### config.mk
export PLATFORM = sky130hd
export DESIGN_NAME = lsg_grid
export DESIGN_NICKNAME = d
export VERILOG_FILES = /design/src/lsg_pkg.sv /design/src/lsg_grid.sv
export SDC_FILE = /design/constraint.sdc
export NUM_CORES = 1
export LEC_CHECK = 0
export ABC_AREA = 1
export BUFFER_PORTS_ARGS = -buffer_cell sky130_fd_sc_hd__buf_2
export CAP_MARGIN = 25
export CORE_ASPECT_RATIO = 1.1
export CORE_UTILIZATION = 55
export CTS_BUF_LIST = sky130_fd_sc_hd__clkbuf_4
export CTS_CLUSTER_DIAMETER = 150
export CTS_CLUSTER_SIZE = 10
export DETAILED_ROUTE_END_ITERATION = 10
export GPL_TIMING_DRIVEN = 0
export PLACE_DENSITY = 0.78
export SYNTH_ARGS = -nofsm -noshare
export SYNTH_HDL_FRONTEND = slang
export SYNTH_SLANG_ARGS = --single-unit
### constraint.sdc
create_clock -name clk -period 12.9 [get_ports clk]
set_input_delay 2.58 -clock clk [delete_from_list [all_inputs] [get_ports clk]]
set_output_delay 2.58 -clock clk [all_outputs]
set_load 0.1 [all_outputs]
### src/lsg_pkg.sv
// Shared constants, types, gain tables and helpers for the lens shading gain block.
package lsg_pkg;

	localparam int GRID_COLS      = 8;
	localparam int GRID_ROWS      = 6;
	localparam int MAX_DIM        = 4096;
	localparam int GAIN_FRAC_BITS = 10;

	localparam int CFG_W    = 13;
	localparam int COORD_W  = 12;
	localparam int PIX_W    = 16;
	localparam int OUT_W    = 12;
	localparam int PIXEL_MAX = 4095;
	localparam int DIST_W   = 10;
	localparam int SUM_W    = DIST_W + 1;
	localparam int AREA_W   = 20;
	localparam int GAIN_W   = 11;
	localparam int NUM_W    = 31;
	localparam int XIDX_W   = 3;
	localparam int YIDX_W   = 3;
	localparam int GAIN_MAX = 1824;

	// Reciprocal multipliers for the knot positions (exact over the full span range)
	localparam int RECIP_SH = 20;
	localparam int KPROD_W  = 33;
	localparam int RECIP_X  = ((2 ** RECIP_SH) + GRID_COLS - 2) / (GRID_COLS - 1);
	localparam int RECIP_Y  = ((2 ** RECIP_SH) + GRID_ROWS - 2) / (GRID_ROWS - 1);

	typedef enum logic {
		REG_FRAME_WIDTH  = 1'b0,
		REG_FRAME_HEIGHT = 1'b1
	} cfg_reg_t;

	typedef enum logic [1:0] {
		PAR_EVEN  = 2'd0,
		PAR_MIXED = 2'd1,
		PAR_ODD   = 2'd2
	} par_t;

	// Payload that rides alongside the division pipeline
	typedef struct packed {
		logic [PIX_W-1:0] pix;
		logic             oof;
	} side_t;

	typedef logic [GAIN_W-1:0] gain_t;

	localparam gain_t TAB_EVEN [GRID_ROWS][GRID_COLS] = '{
		'{11'd1624, 11'd1524, 11'd1024, 11'd1024, 11'd1024, 11'd1024, 11'd1624, 11'd1824},
		'{11'd1624, 11'd1424, 11'd1024, 11'd1024, 11'd1024, 11'd1024, 11'd1524, 11'd1724},
		'{11'd1024, 11'd1024, 11'd1024, 11'd1024, 11'd1024, 11'd1024, 11'd1024, 11'd1024},
		'{11'd1024, 11'd1024, 11'd1024, 11'd1024, 11'd1024, 11'd1024, 11'd1024, 11'd1024},
		'{11'd1624, 11'd1424, 11'd1024, 11'd1024, 11'd1024, 11'd1024, 11'd1324, 11'd1624},
		'{11'd1824, 11'd1524, 11'd1024, 11'd1024, 11'd1024, 11'd1024, 11'd1524, 11'd1724}
	};

	localparam gain_t TAB_MIXED [GRID_ROWS][GRID_COLS] = '{
		'{11'd1624, 11'd1524, 11'd1024, 11'd1024, 11'd1024, 11'd1024, 11'd1624, 11'd1784},
		'{11'd1624, 11'd1424, 11'd1024, 11'd1024, 11'd1024, 11'd1024, 11'd1584, 11'd1664},
		'{11'd1024, 11'd1024, 11'd1024, 11'd1024, 11'd1024, 11'd1024, 11'd1024, 11'd1024},
		'{11'd1024, 11'd1024, 11'd1024, 11'd1024, 11'd1024, 11'd1024, 11'd1024, 11'd1024},
		'{11'd1524, 11'd1324, 11'd1024, 11'd1024, 11'd1024, 11'd1024, 11'd1424, 11'd1664},
		'{11'd1724, 11'd1424, 11'd1024, 11'd1024, 11'd1024, 11'd1024, 11'd1554, 11'd1784}
	};

	localparam gain_t TAB_ODD [GRID_ROWS][GRID_COLS] = '{
		'{11'd1224, 11'd1154, 11'd1024, 11'd1024, 11'd1024, 11'd1024, 11'd1184, 11'd1324},
		'{11'd1164, 11'd1124, 11'd1024, 11'd1024, 11'd1024, 11'd1024, 11'd1124, 11'd1164},
		'{11'd1024, 11'd1024, 11'd1024, 11'd1024, 11'd1024, 11'd1024, 11'd1024, 11'd1024},
		'{11'd1024, 11'd1024, 11'd1024, 11'd1024, 11'd1024, 11'd1024, 11'd1024, 11'd1024},
		'{11'd1324, 11'd1224, 11'd1024, 11'd1024, 11'd1024, 11'd1024, 11'd1264, 11'd1324},
		'{11'd1424, 11'd1264, 11'd1024, 11'd1024, 11'd1024, 11'd1024, 11'd1314, 11'd1484}
	};

	// Pick a corner gain from the table that matches the pixel parity
	function automatic gain_t gain_lookup(input par_t p, input logic [YIDX_W-1:0] r,
			input logic [XIDX_W-1:0] c);
		gain_t g;
		unique case (p)
			PAR_EVEN:  g = TAB_EVEN[r][c];
			PAR_MIXED: g = TAB_MIXED[r][c];
			PAR_ODD:   g = TAB_ODD[r][c];
			default:   g = TAB_MIXED[r][c];
		endcase
		return g;
	endfunction

endpackage

### src/lsg_grid.sv
// Grid knot positions derived from the configured frame size, registered.
module lsg_grid
	import lsg_pkg::*;
(
	input  logic               clk,
	input  logic [CFG_W-1:0]   width,
	input  logic [CFG_W-1:0]   height,
	output logic [COORD_W-1:0] xknot [GRID_COLS],
	output logic [COORD_W-1:0] yknot [GRID_ROWS]
);

	logic [COORD_W-1:0] xspan;
	logic [COORD_W-1:0] yspan;
	logic [COORD_W-1:0] xknot_d [GRID_COLS];
	logic [COORD_W-1:0] yknot_d [GRID_ROWS];

	assign xspan = COORD_W'(width - CFG_W'(1));
	assign yspan = COORD_W'(height - CFG_W'(1));

	// Scale each knot index by the span and divide by the interval count
	always_comb begin
		for (int i = 0; i < GRID_COLS; i++) begin
			xknot_d[i] = COORD_W'((KPROD_W'(KPROD_W'(i) * KPROD_W'(xspan))
				* KPROD_W'(RECIP_X)) >> RECIP_SH);
		end
		for (int j = 0; j < GRID_ROWS; j++) begin
			yknot_d[j] = COORD_W'((KPROD_W'(KPROD_W'(j) * KPROD_W'(yspan))
				* KPROD_W'(RECIP_Y)) >> RECIP_SH);
		end
	end

	// Hold knots in registers
	always_ff @(posedge clk) begin
		xknot <= xknot_d;
		yknot <= yknot_d;
	end

endmodule

==> results.toml, run 1 <==
[yosys]
syn_inst = 3487
yosys_warnings = 0
synth_area_sq_um = 28090
synth_top_area_frac = 0.3274
ys_ff_latch = 85
synth_fa_ha_area_frac = 0.5391
yosys-top-cells-area = "ha_1 (33%), fa_1 (21%), inv_1 (11%)"
synth-simple-area-share = 0.1343
avgSynthCellArea_sq_um = 8.055
ys_types = 43
muxShareOfSynthArea = 0
synth_top_cell_by_area = "ha_1"
ys_seq_area_frac = 0.06058
synth-compound-area-share = 0.08985
synth_xor_area_frac = 0.04771
synth_top_family_by_area = "adder cells"

[grt]
grt_pass1_wl_um = 104400
grt-ovfl-total = 0
antenna_found_initial = 1
grtUsageTotal = 0.2462
grt_pass1_vias = 22828
grt_max_degree = 17

[placement]
hpwl_um = 54730
place_congestion = 0.9333
io_buffers = 162

[setup_path]
worstSetupPathType = "input pin to flip-flop"
crit_top_cell = "inv_1"
slowest_delay_ps = 780
endpoint_kind = "flip-flop"
path_buf_inv = 9
cpMaxStageDelayCell = "ha_1"
critPathTopFamily = "adder cells"
cp.arrival_ps = 11590
critPathMaxFanout = 12
worstPathRequired_ps = 13460
startpoint_type = "input pin"

[worst_hold_path]
min-delay-start = "height[11]"
hold_depth = 5
worstHoldEndpoint = "yknot[11]"
min_path_type = "input pin to flip-flop"

[timing]
setup_viol = 0
timing.final.crit_period_ps = 11030
rsz0062_at_grt = "false"
finalSetupTns_ps = 0
hold_viol = 0
finalMaxSlewViolations = 0
maxSlewHeadroom = 0.3195
worstMarginPinSlew_ps = 1017
max_freq_mhz = 90.65
post-route-period-util = 0.8552

[clocking]
numCtsBuffers = 9
cts_hold_buf = 0
clockBufferDepth = 2
post_cts_resized = 0
cts_root_buffer = "clkbuf_4"
cts_tree = "done"
cts.sinks = 85
htree_levels = 3
path_clk_slew_ps = 170
postCtsSetupRepairBufs = 0

[route]
drtIter0Drc = 1055
wl_met1_um = 27840
vias_per_cell = 5.180
firstDrtPassIters = 6
dr_wl_met3_um = 2428
wirelength_um = 61000
routedWlPerCell_um = 14.00
vias = 22573
postRouteAntennaNets = 0
highest_layer = "met4"
wl_met2_um = 29250
drc = 0

[status]
status = "completed"

[die]
core-area_sq_um = 50250
pin_count = 195
die_width_um = 217.5
die_area_sq_um = 51980
start_util = 0.5590
die_h_um = 239.0
num_rows = 86

[cells_and_area]
drive_gt1_frac = 0.08034
synthToLayoutAreaGrowth_pct = 6.923
fill_cells = 4486
layout.nets = 4751

[run]
drv_cap = 0
cell usage in the layout (no fill, tap or decap), drive strengths merged, types with 14 or more instances in the layout:
| cell type | netlist | layout |
|---|---|---|
| ha | 735 | 735 |
| nor2 | 201 | 201 |
| dfxtp | 85 | 85 |
| nand2 | 466 | 466 |
| a21o | 26 | 26 |
| o21ai | 121 | 121 |
| a21oi | 213 | 213 |
| nand4 | 32 | 32 |
| o21bai | 16 | 16 |
| nand3 | 119 | 119 |
| buf | 83 | 248 |
| nor3 | 40 | 40 |
| xnor2 | 38 | 38 |
| conb | 1 | 30 |
| nor4 | 14 | 14 |
| fa | 297 | 297 |
| xor2 | 112 | 112 |
| a31oi | 26 | 26 |
| o21a | 14 | 14 |
| inv | 794 | 796 |
layer usage:
metal	global-route usage	vias to the layer above
met5	0	-
met3	0.03053	84
met4	0.07554	0
li1	-	11550
met2	0.4260	456
met1	0.3178	10483
metrics by stage:
stage	cell area (sq um)	util	instances	setup slack [ps]	hold slack, ps
2_1_floorplan	28200	-	3516	2918	2990
3_3_place_gp	29830	0.5937	4338	1074	3130
3_5_place_dp	29840	0.5939	4339	1070	3130
4_1_cts	30020	0.5973	4355	1790	2524
5_1_grt	30030	0.5977	4358	1259	2604
6_report	30030	0.5977	4358	1868	2587
worst max-delay path by stage:
stage                     startpoint         to  cells past startpoint
after floorplan            height[0]  yknot[11]                     33
after global placement     height[0]  yknot[11]                     34
after detailed placement   height[0]  yknot[11]                     34
after CTS                  height[0]   yknot[6]                     32
after global routing       height[0]  yknot[11]                     36
final                      height[0]   yknot[6]                     34
tightest hold or removal path, cell delays in order:
cell and delay, ps:
buf_2 130, xnor2_4 180, nand4_1 160, nand3_1 70, nand2_1 60
synth_stat cells (all sizes together):
cell / number
o211ai: 2
nand4: 32
o21bai: 16
nor3: 40
a31o: 4
nor4: 14
nand2: 466
xnor2: 38
xor2: 112
o21ai: 121
a211oi: 8
ha: 735
a41oi: 1
o311ai: 1
and2: 5
a21o: 26
inv: 794
buf: 83
nand3b: 5
nor2: 201
dfxtp: 85
a31oi: 26
nand3: 119
a21oi: 213
o221ai: 2
fa: 297
a21boi: 5
o31ai: 8
or2: 10
o21a: 14
a221oi: 3
conb: 1
final cells by class:
| type | instances | area, sq um | share of cell area |
|---|---|---|---|
| tap | 660 | 825.8 | 0.02750 |
| clock inverter | 6 | 95.09 | 0.003166 |
| multi-input combinational | 2554 | 22890 | 0.7622 |
| sequential | 85 | 1702 | 0.05666 |
| timing repair buffer | 165 | 837.1 | 0.02787 |
| clock buffer | 10 | 75.07 | 0.002500 |
| inverter | 794 | 2980 | 0.09924 |
| antenna | 1 | 2.502 | 0.00008332 |
| buffer | 83 | 623.1 | 0.02075 |
cell families (layout without fill, tap and decap cells):
logic type,count (synthesis),after routing
adder cells (fa/ha/maj),1032,1032
AO/OA/AOI/OAI,450,450
other,1,31
buffers and inverters,877,1058
flip-flops,85,85
AND/OR/NAND/NOR,892,892
XOR/XNOR,150,150
state kept, by name (all words and copies together), names as in the netlist:
| signal | count |
|---|---|
| xknot | 49 |
| yknot | 36 |
Power of run 1 is left out: the tool's default activity adds up to more than one toggle a clock period on the data nets, which glitch-free logic cannot reach.
==> inputs of run 2 (changes only) <==
CTS_BUF_LIST = sky130_fd_sc_hd__clkbuf_2 sky130_fd_sc_hd__clkbuf_4 sky130_fd_sc_hd__clkbuf_8   (was sky130_fd_sc_hd__clkbuf_4)
==> results.toml, run 2 (synthesis gave the netlist of run 1 again) <==
[clocking]
htree_levels = 3
postCtsSetupRepairBufs = 0
cts_hold_buf = 0
post_cts_resized = 0
cts_root_buffer = "clkbuf_8"
clockBufferDepth = 2
cts.sinks = 85
cts_tree = "done"
path_clk_slew_ps = 110
numCtsBuffers = 9

[placement]
hpwl_um = 54730
pre_cts_slack_ps = 1070
place_congestion = 0.9333
placed_cells = 4339
io_buffers = 162

[cells_and_area]
synthToLayoutAreaGrowth_pct = 7.123
layout_commonest_cell = "inv_1"
top_register = "xknot"
largestRegisters = "xknot x49, yknot x36"
layout.nets = 4751
fin_cells = 4358
fill_cells = 4469
drive_gt1_frac = 0.08034
mostFrequentLayoutCells = "inv_1 (791), ha_1 (735), nand2_1 (459), fa_1 (297), a21oi_1 (213)"
multi_input_area_sq_um = 22890
register_area_sq_um = 1702
largest_register_ffs = 49

[setup_path]
crit_top_cell = "inv_1"
worstSetupPathType = "input pin to flip-flop"
startpoint_type = "input pin"
slowest_delay_ps = 800
worstPathRequired_ps = 13300
cpMaxStageDelayCell = "ha_1"
endpoint_kind = "flip-flop"
cp.arrival_ps = 11620
critPathMaxFanout = 12

[die]
die_area_sq_um = 51980
die_h_um = 239.0
num_rows = 86
die_width_um = 217.5
start_util = 0.5590
pin_count = 195
core-area_sq_um = 50250

[grt]
grtUsageTotal = 0.2463
grt_pass1_vias = 22902
grt_pass1_wl_um = 104500
antenna_found_initial = 2
grt-ovfl-total = 0
grt_max_degree = 17

[route]
drtIter0Drc = 1044
routedWlPerCell_um = 14.06
vias = 22618
wirelength_um = 61290
firstDrtPassIters = 8
postRouteAntennaNets = 0
drc = 0
vias_per_cell = 5.190

[worst_hold_path]
worstHoldEndpoint = "yknot[11]"
min-delay-start = "height[11]"
min_path_type = "input pin to flip-flop"
hold_depth = 5

[timing]
hold_slack_ps = 2747
post-route-period-util = 0.8704
max_freq_mhz = 89.06
finalMaxSlewViolations = 0
rsz0062_at_grt = "false"
worstMarginPinSlew_ps = 1028
worst_slack_ps = 1672
maxSlewHeadroom = 0.3121
finalSetupTns_ps = 0
hold_viol = 0
timing.final.crit_period_ps = 11230
setup_viol = 0

[status]
status = "completed"

[run]
drv_cap = 0
-- run 2: per-stage QoR --
step / area (sq um) / utilization
after floorplan: 28200 / -
after global placement: 29830 / 0.5937
after detailed placement: 29840 / 0.5939
after CTS: 30070 / 0.5984
after global routing: 30090 / 0.5988
final: 30090 / 0.5988
-- run 2: area by class of cell --
cell class	instances	area share
sequential	85	0.05655
tap	660	0.02745
timing repair buffer	165	0.02782
clock buffer	10	0.004366
inverter	794	0.09905
buffer	83	0.02071
multi-input combinational	2554	0.7608
clock inverter	6	0.003160
antenna	1	0.00008317
-- run 2: critical path, delay by kind of cell --
family	cells	cell delay, ps
adders and majority gates	10	4800
buffers and inverters	8	1460
and+or+nand+nor	8	1210
AOI/OAI and AO/OA	4	870
xor gates and xnor gates	3	670
-- run 2: worst max-delay path by stage --
stage                         start   endpoint  slack [ps]  depth (start not counted)
final                     height[0]   yknot[6]        1670                         33
after global routing      height[0]  yknot[11]        1020                         35
after CTS                 height[0]   yknot[6]        1600                         32
after detailed placement  height[0]  yknot[11]        1070                         34
after global placement    height[0]  yknot[11]        1070                         34
after floorplan           height[0]  yknot[11]        2920                         33
-- run 2: per-layer routing --
layer	GRT usage	wire, um
met1	0.3174	27780
met4	0.08088	1659
met5	0	0
met3	0.03053	2533
met2	0.4245	29320
Power of run 2 is left out for the same reason.
==> inputs of run 3 (changes only) <==
ABC_AREA = not set   (was 1)
BUFFER_PORTS_ARGS = not set   (was -buffer_cell sky130_fd_sc_hd__buf_2)
CORE_MARGIN = 1   (was not set)
DONT_BUFFER_PORTS = 1   (was not set)
PLACE_DENSITY = 0.74   (was 0.78)
==> results.toml, run 3 <==
[setup_path]
worstSetupPathType = "input pin to flip-flop"
worstPathRequired_ps = 13230
startpoint_type = "input pin"
critPathMaxFanout = 11
cp.arrival_ps = 12540
crit_top_cell = "inv_1"
endpoint_kind = "flip-flop"
slowest_delay_ps = 690
cpMaxStageDelayCell = "ha_1"

[clocking]
post_cts_resized = 0
postCtsSetupRepairBufs = 0
numCtsBuffers = 9
cts_tree = "done"
cts_hold_buf = 0
htree_levels = 3
cts_root_buffer = "clkbuf_8"
path_clk_slew_ps = 100
cts.sinks = 85
clockBufferDepth = 2

[grt]
grtUsageTotal = 0.2316
grt_pass1_vias = 18335
grt_pass1_wl_um = 85770
grt-ovfl-total = 0
grt_max_degree = 17
antenna_found_initial = 1

[timing]
rsz0062_at_grt = "false"
hold_viol = 0
finalSetupTns_ps = 0
max_freq_mhz = 81.94
maxSlewHeadroom = 0.2783
finalMaxSlewViolations = 0
post-route-period-util = 0.9461
timing.final.crit_period_ps = 12200
worstMarginPinSlew_ps = 1081
setup_viol = 0

[yosys]
synthTopCellsByCount = "ha_1 (735), inv_1 (603), fa_1 (297)"
synth_area_sq_um = 24970
yosys_warnings = 0
ys_ff_latch = 85
ys_seq_area_frac = 0.06814
synthArstFlopShare = 0
synth_edf_count = 0
synth_top_area_frac = 0.3682
ys.flop_type = "dfxtp_1"
synth_top_cell_by_area = "ha_1"
ys_types = 83
syn_inst = 2600
yosysMostFrequentCell = "ha_1"
yosys-top-cells-area = "ha_1 (37%), fa_1 (24%), inv_1 (9.1%)"
avgSynthCellArea_sq_um = 9.605

[route]
drtIter0Drc = 532
vias_per_cell = 5.298
postRouteAntennaNets = 0
routedWlPerCell_um = 15.44
drc = 0
wirelength_um = 49870
vias = 17114
firstDrtPassIters = 5

[run]
drv_cap = 0

[placement]
place_area_sq_um = 25830
place_congestion = 0.9177
placed_cells = 3213
hpwl_um = 45070
io_buffers = 0

[cells_and_area]
fin_cells = 3230
largestRegisters = "xknot x49, yknot x36"
synthToLayoutAreaGrowth_pct = 4.233
layout.nets = 3703
largest_register_ffs = 49
fill_cells = 3874
diodes = 0
drive_gt1_frac = 0.05323
layout_commonest_cell = "ha_1"
mostFrequentLayoutCells = "ha_1 (735), inv_1 (603), fa_1 (297), xnor2_1 (104), a21oi_1 (93)"
final_area_sq_um = 26030
top_register = "xknot"

[die]
die_h_um = 225.5
die_area_sq_um = 46260
core-area_sq_um = 44590
start_util = 0.5600
num_rows = 81
pin_count = 195
die_width_um = 205.2

[status]
status = "completed"

[worst_hold_path]
min_path_type = "input pin to flip-flop"
hold_depth = 4
==> run 3: cell count changes after synthesis, sizes merged, moves of 57 or more <==
cell,change
a21oi,-119
xor2,-57
inv,-188
nand2,-418
xnor2,+69
nor2,-120
o21ai,-62
nand3,-87
==> run 3: path summary, 6_finish.rpt <==
kind	start	end	slack, ps
min	height[11]	yknot[11]	2710
max	height[0]	yknot[5]	700
==> run 3: cell type report <==
type | count | area (sq um) | share of cell area
clock buffer | 10 | 137.6 | 0.005287
clock inverter | 6 | 53.80 | 0.002067
tap | 581 | 726.9 | 0.02793
multi-input combinational | 1850 | 20450 | 0.7858
timing repair buffer | 4 | 30.03 | 0.001154
inverter | 607 | 2278 | 0.08753
sequential | 85 | 1702 | 0.06537
buffer | 87 | 648.1 | 0.02490
==> run 3: cell families after synthesis <==
kind of cell,share of synthesized area
adder cells (fa/ha/maj),0.6063
buffers and inverters,0.1172
AO/OA/AOI/OAI,0.08672
AND/OR/NAND/NOR,0.05887
XOR/XNOR,0.06177
flip-flops,0.06814
multiplexers,0.0008517
other,0.0001502
==> run 3: per-stage QoR <==
stage,hold WS (ps),setup WS [ps],utilization
final,2714,695.9,0.5838
after global routing,2730,3.983,0.5838
after CTS,2689,629.8,0.5836
after detailed placement,3189,171.5,0.5793
after global placement,3174,73.83,0.5788
after floorplan,3031,1688,-
==> run 3: critical path: cells and delay by family <==
| kind | cells | cell delay (ps) |
|---|---|---|
| XOR/XNOR | 1 | 660 |
| AO/OA/AOI/OAI | 11 | 2490 |
| buffers and inverters | 7 | 1010 |
| AND/OR/NAND/NOR | 5 | 1140 |
| adder cells (fa/ha/maj) | 10 | 4640 |
==> run 3: layer usage <==
| metal | track usage | part of all wire |
|---|---|---|
| met3 | 0.02935 | 0.036 |
| met2 | 0.4206 | 0.51 |
| met1 | 0.2786 | 0.43 |
| met4 | 0.08053 | 0.025 |
| met5 | 0 | 0 |
Power of run 3 is left out for the same reason.
